===== src/rtl/pol_pkg.sv =====
// Package with the shared types, widths and helper functions of the positional ordered list.
`default_nettype none
package pol_pkg;

    localparam int CAPACITY   = 16;
    localparam int DATA_WIDTH = 32;

    localparam int MODE_W  = 2;
    localparam int POS_W   = 5;
    localparam int VAL_W   = 32;
    localparam int COUNT_W = 5;
    localparam int STAT_W  = 2;

    localparam int CNT_W = $clog2(CAPACITY + 1);
    localparam int IDX_W = $clog2(CAPACITY);
    localparam int CMP_W = (CNT_W > POS_W) ? CNT_W : POS_W;

    typedef logic [DATA_WIDTH-1:0] t_data;

    typedef enum logic [MODE_W-1:0] {
        MODE_INSERT = 2'd0,
        MODE_REMOVE = 2'd1,
        MODE_READ   = 2'd2
    } t_mode;

    typedef enum logic [STAT_W-1:0] {
        ST_OK    = 2'd0,
        ST_FULL  = 2'd1,
        ST_EMPTY = 2'd2,
        ST_RANGE = 2'd3
    } t_status;

    typedef enum logic [1:0] {
        CELL_HOLD,
        CELL_LOAD,
        CELL_FROM_LOWER,
        CELL_FROM_UPPER
    } t_cell_op;

    function automatic t_data to_cell(logic signed [VAL_W-1:0] v);
        return DATA_WIDTH'(v);
    endfunction

    function automatic logic signed [VAL_W-1:0] from_cell(t_data d);
        logic signed [DATA_WIDTH-1:0] s;
        s = d;
        return VAL_W'(s);
    endfunction

endpackage
`default_nettype wire


===== src/rtl/pol_if.sv =====
// Handshake interfaces for the command and response channels of the positional ordered list.
`default_nettype none
interface pol_cmd_if;
    logic                                 valid;
    logic                                 ready;
    logic [pol_pkg::MODE_W-1:0]           mode;
    logic [pol_pkg::POS_W-1:0]            position;
    logic signed [pol_pkg::VAL_W-1:0]     item_value;

    modport source (output valid, mode, position, item_value, input ready);
    modport sink   (input valid, mode, position, item_value, output ready);
endinterface

interface pol_rsp_if;
    logic                                 valid;
    logic                                 ready;
    logic signed [pol_pkg::VAL_W-1:0]     read_value;
    logic [pol_pkg::COUNT_W-1:0]          count;
    logic [pol_pkg::STAT_W-1:0]           status;

    modport source (output valid, read_value, count, status, input ready);
    modport sink   (input valid, read_value, count, status, output ready);
endinterface
`default_nettype wire


===== src/rtl/pol_cell.sv =====
// One storage cell of the list chain, loading a new value or taking a neighbour's value.
`default_nettype none
module pol_cell (
    input  wire logic              i_clk,
    input  pol_pkg::t_cell_op      i_op,
    input  pol_pkg::t_data         i_value,
    input  pol_pkg::t_data         i_lower,
    input  pol_pkg::t_data         i_upper,
    output pol_pkg::t_data         o_data
);

    pol_pkg::t_data r_data;
    pol_pkg::t_data n_data;

    always_comb begin
        case (i_op)
            pol_pkg::CELL_LOAD:       n_data = i_value;
            pol_pkg::CELL_FROM_LOWER: n_data = i_lower;
            pol_pkg::CELL_FROM_UPPER: n_data = i_upper;
            default:                  n_data = r_data;
        endcase
    end

    always_ff @(posedge i_clk) begin
        r_data <= n_data;
    end

    assign o_data = r_data;

endmodule
`default_nettype wire


===== src/rtl/positional_ordered_list_top.sv =====
// Top level of the positional ordered list: command decode, cell chain and response register.
// The block keeps an ordered list of up to CAPACITY values in a chain of cells, cell 0 the head.
// Commands arrive on i_cmd (mode, position, item_value) and each one yields exactly one
// response transfer on o_rsp carrying read_value, count and status.
// Insert puts a value before the element at the position, or appends it when the position is
// at or past the length; remove takes out the element at the position, clamped to the tail;
// read returns the element at the position.
// Every cell decides in the same cycle whether it holds, loads the new value or takes the value
// of its lower or upper neighbour, so an insert or remove anywhere in the list shifts all cells at once.
// The response to an accepted command appears in the response register in the next cycle.
// Throughput is one command per cycle while the receiver takes every response.
// When the receiver stalls, the response register holds its transfer and i_cmd.ready falls
// until that response is taken, so at most one response waits.
// Synchronous reset empties the list and drops any waiting response; no clearing pass is
// needed, as only cells below the current length are ever read.
`default_nettype none
module positional_ordered_list_top (
    input  wire logic  i_clk,
    input  wire logic  i_rst_n,
    pol_cmd_if.sink    i_cmd,
    pol_rsp_if.source  o_rsp
);

    logic [pol_pkg::CNT_W-1:0]          r_used;
    logic [pol_pkg::CNT_W-1:0]          n_used;
    logic                               r_out_valid;
    logic                               n_out_valid;
    logic signed [pol_pkg::VAL_W-1:0]   r_out_read_value;
    logic signed [pol_pkg::VAL_W-1:0]   n_out_read_value;
    pol_pkg::t_status                   r_out_status;
    pol_pkg::t_status                   n_out_status;

    logic                               w_accept;
    pol_pkg::t_mode                     w_mode;
    logic                               w_full;
    logic                               w_empty;
    logic [pol_pkg::CMP_W-1:0]          w_pos;
    logic [pol_pkg::CMP_W-1:0]          w_used;
    logic [pol_pkg::CMP_W-1:0]          w_last;
    logic [pol_pkg::CMP_W-1:0]          w_at;
    logic [pol_pkg::IDX_W-1:0]          w_read_idx;
    pol_pkg::t_data                     w_value;
    pol_pkg::t_data                     w_data [pol_pkg::CAPACITY];
    pol_pkg::t_cell_op                  w_op   [pol_pkg::CAPACITY];

    assign i_cmd.ready = !r_out_valid || o_rsp.ready;
    assign w_accept    = i_cmd.valid && i_cmd.ready;
    assign w_mode      = pol_pkg::t_mode'(i_cmd.mode);

    assign w_pos   = pol_pkg::CMP_W'(i_cmd.position);
    assign w_used  = pol_pkg::CMP_W'(r_used);
    assign w_last  = pol_pkg::CMP_W'(w_used - pol_pkg::CMP_W'(1));
    assign w_full  = (r_used == pol_pkg::CNT_W'(pol_pkg::CAPACITY));
    assign w_empty = (r_used == '0);
    assign w_value = pol_pkg::to_cell(i_cmd.item_value);
    assign w_read_idx = pol_pkg::IDX_W'(w_pos);

    always_comb begin
        if (w_mode == pol_pkg::MODE_REMOVE) begin
            w_at = (w_pos < w_last) ? w_pos : w_last;
        end else begin
            w_at = (w_pos < w_used) ? w_pos : w_used;
        end
    end

    for (genvar k = 0; k < pol_pkg::CAPACITY; k++) begin : g_cell
        pol_pkg::t_data w_lower;
        pol_pkg::t_data w_upper;

        always_comb begin
            w_op[k] = pol_pkg::CELL_HOLD;
            if (w_accept) begin
                case (w_mode)
                    pol_pkg::MODE_INSERT: begin
                        if (!w_full) begin
                            if (w_at == pol_pkg::CMP_W'(k)) begin
                                w_op[k] = pol_pkg::CELL_LOAD;
                            end else if (w_at < pol_pkg::CMP_W'(k)) begin
                                w_op[k] = pol_pkg::CELL_FROM_LOWER;
                            end
                        end
                    end
                    pol_pkg::MODE_REMOVE: begin
                        if (!w_empty && (w_at <= pol_pkg::CMP_W'(k))) begin
                            w_op[k] = pol_pkg::CELL_FROM_UPPER;
                        end
                    end
                    default: begin
                        w_op[k] = pol_pkg::CELL_HOLD;
                    end
                endcase
            end
        end

        if (k == 0) begin : g_head
            assign w_lower = w_value;
        end else begin : g_body
            assign w_lower = w_data[k-1];
        end

        if (k == pol_pkg::CAPACITY - 1) begin : g_tail
            assign w_upper = w_data[k];
        end else begin : g_inner
            assign w_upper = w_data[k+1];
        end

        pol_cell u_cell (
            .i_clk   (i_clk),
            .i_op    (w_op[k]),
            .i_value (w_value),
            .i_lower (w_lower),
            .i_upper (w_upper),
            .o_data  (w_data[k])
        );
    end

    always_comb begin
        n_used           = r_used;
        n_out_status     = pol_pkg::ST_OK;
        n_out_read_value = '0;
        case (w_mode)
            pol_pkg::MODE_INSERT: begin
                if (w_full) begin
                    n_out_status = pol_pkg::ST_FULL;
                end else begin
                    n_used = pol_pkg::CNT_W'(r_used + pol_pkg::CNT_W'(1));
                end
            end
            pol_pkg::MODE_REMOVE: begin
                if (w_empty) begin
                    n_out_status = pol_pkg::ST_EMPTY;
                end else begin
                    n_used = pol_pkg::CNT_W'(r_used - pol_pkg::CNT_W'(1));
                end
            end
            pol_pkg::MODE_READ: begin
                if (w_pos >= w_used) begin
                    n_out_status = pol_pkg::ST_RANGE;
                end else begin
                    n_out_read_value = pol_pkg::from_cell(w_data[w_read_idx]);
                end
            end
            default: begin
                n_out_status = pol_pkg::ST_OK;
            end
        endcase
    end

    assign n_out_valid = w_accept || (r_out_valid && !o_rsp.ready);

    always_ff @(posedge i_clk) begin
        if (!i_rst_n) begin
            r_used      <= '0;
            r_out_valid <= 1'b0;
        end else begin
            r_out_valid <= n_out_valid;
            if (w_accept) begin
                r_used <= n_used;
            end
        end
    end

    always_ff @(posedge i_clk) begin
        if (w_accept) begin
            r_out_read_value <= n_out_read_value;
            r_out_status     <= n_out_status;
        end
    end

    assign o_rsp.valid      = r_out_valid;
    assign o_rsp.read_value = r_out_read_value;
    assign o_rsp.count      = pol_pkg::COUNT_W'(r_used);
    assign o_rsp.status     = r_out_status;

    a_used_bound: assert property (@(posedge i_clk) disable iff (!i_rst_n)
        r_used <= pol_pkg::CNT_W'(pol_pkg::CAPACITY))
        else $error("List length exceeds the capacity.");

    a_full_insert: assert property (@(posedge i_clk) disable iff (!i_rst_n)
        w_accept && (w_mode == pol_pkg::MODE_INSERT) && w_full
        |=> (r_out_status == pol_pkg::ST_FULL) && $stable(r_used))
        else $error("Insert into a full list did not report full or changed the length.");

    a_empty_remove: assert property (@(posedge i_clk) disable iff (!i_rst_n)
        w_accept && (w_mode == pol_pkg::MODE_REMOVE) && w_empty
        |=> (r_out_status == pol_pkg::ST_EMPTY) && (r_used == '0))
        else $error("Remove from an empty list did not report empty.");

    a_zero_on_error: assert property (@(posedge i_clk) disable iff (!i_rst_n)
        r_out_valid && (r_out_status != pol_pkg::ST_OK) |-> (r_out_read_value == '0))
        else $error("A response with an error status carries a non-zero value.");

    a_hold_on_stall: assert property (@(posedge i_clk) disable iff (!i_rst_n)
        r_out_valid && !o_rsp.ready |=> r_out_valid && $stable(r_used))
        else $error("A stalled response was lost or the list changed during the stall.");

endmodule
`default_nettype wire


===== src/flat_wrapper.sv =====
// flat-port wrapper written by rule: the top's interface ports become plain ports
module positional_ordered_list_top_flat 
  (i_clk, i_rst_n, i_cmd_valid, i_cmd_mode, i_cmd_position, i_cmd_item_value, i_cmd_ready, o_rsp_valid, o_rsp_read_value, o_rsp_count, o_rsp_status, o_rsp_ready);
  pol_cmd_if i_cmd_i ();
  pol_rsp_if o_rsp_i ();
  input  wire logic i_clk;
  input  wire logic i_rst_n;
  input wire logic [$bits(i_cmd_i.valid)-1:0] i_cmd_valid;
  input wire logic [$bits(i_cmd_i.mode)-1:0] i_cmd_mode;
  input wire logic [$bits(i_cmd_i.position)-1:0] i_cmd_position;
  input wire logic [$bits(i_cmd_i.item_value)-1:0] i_cmd_item_value;
  output wire logic [$bits(i_cmd_i.ready)-1:0] i_cmd_ready;
  output wire logic [$bits(o_rsp_i.valid)-1:0] o_rsp_valid;
  output wire logic [$bits(o_rsp_i.read_value)-1:0] o_rsp_read_value;
  output wire logic [$bits(o_rsp_i.count)-1:0] o_rsp_count;
  output wire logic [$bits(o_rsp_i.status)-1:0] o_rsp_status;
  input wire logic [$bits(o_rsp_i.ready)-1:0] o_rsp_ready;
  assign i_cmd_i.valid = i_cmd_valid;
  assign i_cmd_i.mode = i_cmd_mode;
  assign i_cmd_i.position = i_cmd_position;
  assign i_cmd_i.item_value = i_cmd_item_value;
  assign i_cmd_ready = i_cmd_i.ready;
  assign o_rsp_valid = o_rsp_i.valid;
  assign o_rsp_read_value = o_rsp_i.read_value;
  assign o_rsp_count = o_rsp_i.count;
  assign o_rsp_status = o_rsp_i.status;
  assign o_rsp_i.ready = o_rsp_ready;
  positional_ordered_list_top u_core (.i_clk(i_clk), .i_rst_n(i_rst_n), .i_cmd(i_cmd_i), .o_rsp(o_rsp_i));
endmodule

===== config.mk =====
export PLATFORM = sky130hd
export DESIGN_NAME = positional_ordered_list_top_flat
export DESIGN_NICKNAME = d
export VERILOG_FILES = /design/src/rtl/pol_pkg.sv /design/src/rtl/pol_if.sv /design/src/rtl/pol_cell.sv /design/src/rtl/positional_ordered_list_top.sv /design/src/flat_wrapper.sv
export SDC_FILE = /design/constraint.sdc
export NUM_CORES = 1
export LEC_CHECK = 0
export BUFFER_PORTS_ARGS = -buffer_cell sky130_fd_sc_hd__clkbuf_2
export CAP_MARGIN = 20
export CORE_MARGIN = 4
export CORE_UTILIZATION = 40
export CTS_CLUSTER_DIAMETER = 100
export CTS_CLUSTER_SIZE = 16
export DETAILED_ROUTE_END_ITERATION = 8
export PLACE_DENSITY_LB_ADDON = 0.05
export SLEW_MARGIN = 20
export SYNTH_ARGS = -nofsm -noshare
export SYNTH_HDL_FRONTEND = slang
export SYNTH_SLANG_ARGS = --single-unit

===== constraint.sdc =====
create_clock -name i_clk -period 6.7 [get_ports i_clk]
set_clock_uncertainty 0.1 [all_clocks]
set_input_delay 1.005 -clock i_clk [delete_from_list [all_inputs] [get_ports i_clk]]
set_output_delay 1.005 -clock i_clk [all_outputs]
set_load 0.01 [all_outputs]

==> impl_metrics.json <==
{
  "firstDrtPassIters": 5,
  "seq_area_frac_synth": 0.5230,
  "numCtsBuffers": 41,
  "ys_seq_elements": 552,
  "cp_slowest_cell": "nand3_2",
  "ctsRootBufferMaster": "clkbuf_16",
  "clk_path_buf_depth": 3,
  "grt_pass1_wl_um": 162300,
  "crit_chain": "inv_1, ha_1, nor3b_2, and2_1, nor2_1, ha_1, nand2_1, and4b_1, a2111oi_4, or2_1, nor2_1, o21ai_0, nand3_2, buf_4, a221o_1",
  "layout_min_cycle_time_ns": 5.676,
  "rows": 102,
  "coreArea_mm2": 0.07785,
  "grt_max_degree": 109,
  "cts-htree-levels": 2,
  "cp_top_family": "simple AND/OR/NAND/NOR gates",
  "post_cts_resized": 0,
  "globalRouteMet1Util": 0.3775,
  "initial_core_util": 0.4056,
  "place_area_mm2": 0.03329,
  "cts_tree": "built",
  "r2r-start": "u_core.o_rsp.count[0]$_SDFFE_PN0P_",
  "post_cts_buffers": 0,
  "p_clk_frac": 0.330,
  "synthTopCellsByCount": "edfxtp_1, nand2_1, nor2_1",
  "route.detailed.drc": 0,
  "hold_buffers": 0,
  "holdPathEnd": "u_core.o_rsp.valid$_SDFF_PN0_",
  "worstReg2RegEnd": "u_core.g_cell[9].u_cell.o_data[13]$_DFFE_PP_",
  "cts.reportedPaths.clkPinSlew_ns": 0.07,
  "cp_data_required_time_ns": 6.93,
  "synth.most_common_cell": "edfxtp_1",
  "place.port_buffers": 83,
  "fillerInstances": 7137,
  "synth_async_sr_flop_share": 0,
  "powerDensity_mw_per_mm2": 212.7,
  "cp-start-kind": "flop",
  "ys_warn_count": 0,
  "synth_nets": 2612,
  "outcome": "complete, no violations",
  "synth_cell_types": 75,
  "slew-limit-headroom": 0.2118,
  "hold_viol": 0,
  "setup_viol": 0,
  "vias_per_cell": 6.398,
  "wl_um": 111600,
  "nNetsFinal": 2570,
  "power_frac_comb": 0.132,
  "tns_ns": 0,
  "internal_power_uw": 5414,
  "max_stage_delay_ns": 0.71,
  "reg2reg_slack_ns": 1.02,
  "place_hpwl_um": 64230,
  "ios": 84,
  "synthToLayoutAreaGrowth_pct": 9.007,
  "rsz0062_at_grt": "no",
  "ys.flop_type": "edfxtp_1",
  "vias": 22791,
  "maxCapViolCount": 0,
  "slew_violations": 0,
  "synth_edf_count": 546,
  "die_x_um": 289.0,
  "min-delay-start": "u_core.o_rsp.valid$_SDFF_PN0_",
  "fmax_mhz": 176.2,
  "p_leak_uw": 0.01228,
  "ir_drop_mv": 0.1692,
  "clk-insertion-delay-late_ns": 0.60,
  "met2_usage": 0.4329,
  "die-area_mm2": 0.08350,
  "drtIter0Drc": 2457,
  "cp-end-kind": "flop",
  "switching_share": 0.2605,
  "avgSynthCellArea_um2": 12.35,
  "gp_congestion": 0.8444,
  "track_usage": 0.2631,
  "power.switching_uw": 1907,
  "synthTopCellsByArea": "edfxtp_1, mux4_2, mux2i_1",
  "crit_buf_inv": 2,
  "worstSetupPathDepth": 15,
  "cts.sinks": 552,
  "die_h_um": 289.0,
  "seq_power_share": 0.538,
  "cp.arrival_ns": 5.91,
  "tightest_slew_ns": 1.180,
  "first_global_vias": 22579,
  "grt-ovfl-total": 0,
  "final_cell_area_mm2": 0.03442,
  "grt_use_met3": 0.03147,
  "worstHoldPathCells": 2,
  "wire_per_inst_um": 31.34,
  "worstSetupPathType": "flop to flop",
  "synth_top_area_cell": "edfxtp_1",
  "worst-path-max-fanout": 19,
  "fin_crit_sh": 0.8472,
  "hold_class": "flop to flop",
  "drive_gt1_frac": 0.1924,
  "ff2ff_path_depth": 15,
  "antenna_found_initial": 2,
  "yosysTopAreaCellShare": 0.5192,
  "busiest_layer": "met2",
  "netlist_area_mm2": 0.03158,
  "syn_inst": 2557,
  "ant_nets": 0
}
[worst register-to-register path, delay by kind of cell (launching register included)]
family	cells	cell delay [ns]
simple gates	8	2.46
compound gates	3	1.00
buf+inv	2	0.70
fa+ha+maj	2	0.70
flops	1	0.46
[through the flow]
step	std cells	power [µW]	util	setup slack [ns]	hold slack, ns
final	3562	7322	0.4421	1.024	0.4435
after global routing	3562	7574	0.4421	0.7615	0.5050
after CTS	3561	7380	0.4420	1.131	0.4489
after detailed placement	3512	4979	0.4277	1.091	0.4406
after global placement	3511	4962	0.4273	1.134	0.4222
after floorplan	2557	4644	-	0.02433	0.4417
[state kept, by name, indices dropped and copies added, names as in the netlist]
signal / count
u_core.o_rsp.valid: 1
u_core.o_rsp.status: 2
u_core.g_cell.u_cell.o_data: 512
u_core.o_rsp.count: 5
u_core.o_rsp.read_value: 32
[how the worst max path moves through the flow]
stage	startpoint	endpoint
3_5_place_dp	i_cmd_position[0]	u_core.g_cell[9].u_cell.o_data[0]$_DFFE_PP_
5_1_grt	u_core.o_rsp.count[0]$_SDFFE_PN0P_	u_core.g_cell[9].u_cell.o_data[0]$_DFFE_PP_
2_1_floorplan	u_core.o_rsp.count[0]$_SDFFE_PN0P_	u_core.g_cell[13].u_cell.o_data[0]$_DFFE_PP_
6_report	u_core.o_rsp.count[0]$_SDFFE_PN0P_	u_core.g_cell[9].u_cell.o_data[13]$_DFFE_PP_
4_1_cts	u_core.o_rsp.count[0]$_SDFFE_PN0P_	u_core.g_cell[9].u_cell.o_data[13]$_DFFE_PP_
3_3_place_gp	i_cmd_position[0]	u_core.g_cell[9].u_cell.o_data[3]$_DFFE_PP_
[final cells by class]
cell class	count	area, µm²	area share
diodes	1	2.502	0.00007270
clock buffers	43	1076	0.03126
clock inverters	6	42.54	0.001236
inverters	11	41.29	0.001200
multi-input cells	1756	14360	0.4173
flip-flops and latches	552	16520	0.4798
well taps	1040	1301	0.03780
repair buffers	153	1079	0.03133
[power groups by stage]
stage	Sequential, µW	Clock (µW)	Combinational (µW)
3_5_place_dp	4010	0	964
6_report	3940	2420	968
2_1_floorplan	4010	0	638
3_3_place_gp	4010	0	949
4_1_cts	3940	2480	966
5_1_grt	3940	2590	1040
[metal layers]
layer / share of wire / routed length, µm
met5: 0 / 0
met4: 0.019 / 2130
met3: 0.068 / 7592
met2: 0.48 / 53030
met1: 0.44 / 48860
[kinds of logic after synthesis]
| logic type | Yosys count | synth area share |
|---|---|---|
| simple gates | 717 | 0.1031 |
| buf+inv | 249 | 0.03376 |
| xor+xnor | 4 | 0.001109 |
| compound gates | 604 | 0.1355 |
| fa+ha+maj | 12 | 0.004755 |
| mux | 419 | 0.1988 |
| flops | 552 | 0.5230 |
[layout by cell type (no fill, tap or decap), types with 65 or more instances in the layout]
cell | netlist | layout
o21ai_0 | 75 | 75
mux2i_1 | 194 | 194
nor2b_1 | 68 | 68
and2_1 | 73 | 72
nor2_1 | 229 | 217
nand2_1 | 281 | 280
clkbuf_2 | 0 | 80
mux4_2 | 160 | 160
a22oi_1 | 65 | 65
edfxtp_1 | 546 | 546
a221o_1 | 96 | 96
a21oi_1 | 148 | 147
Note: power is estimated with default switching activity, not from simulation.
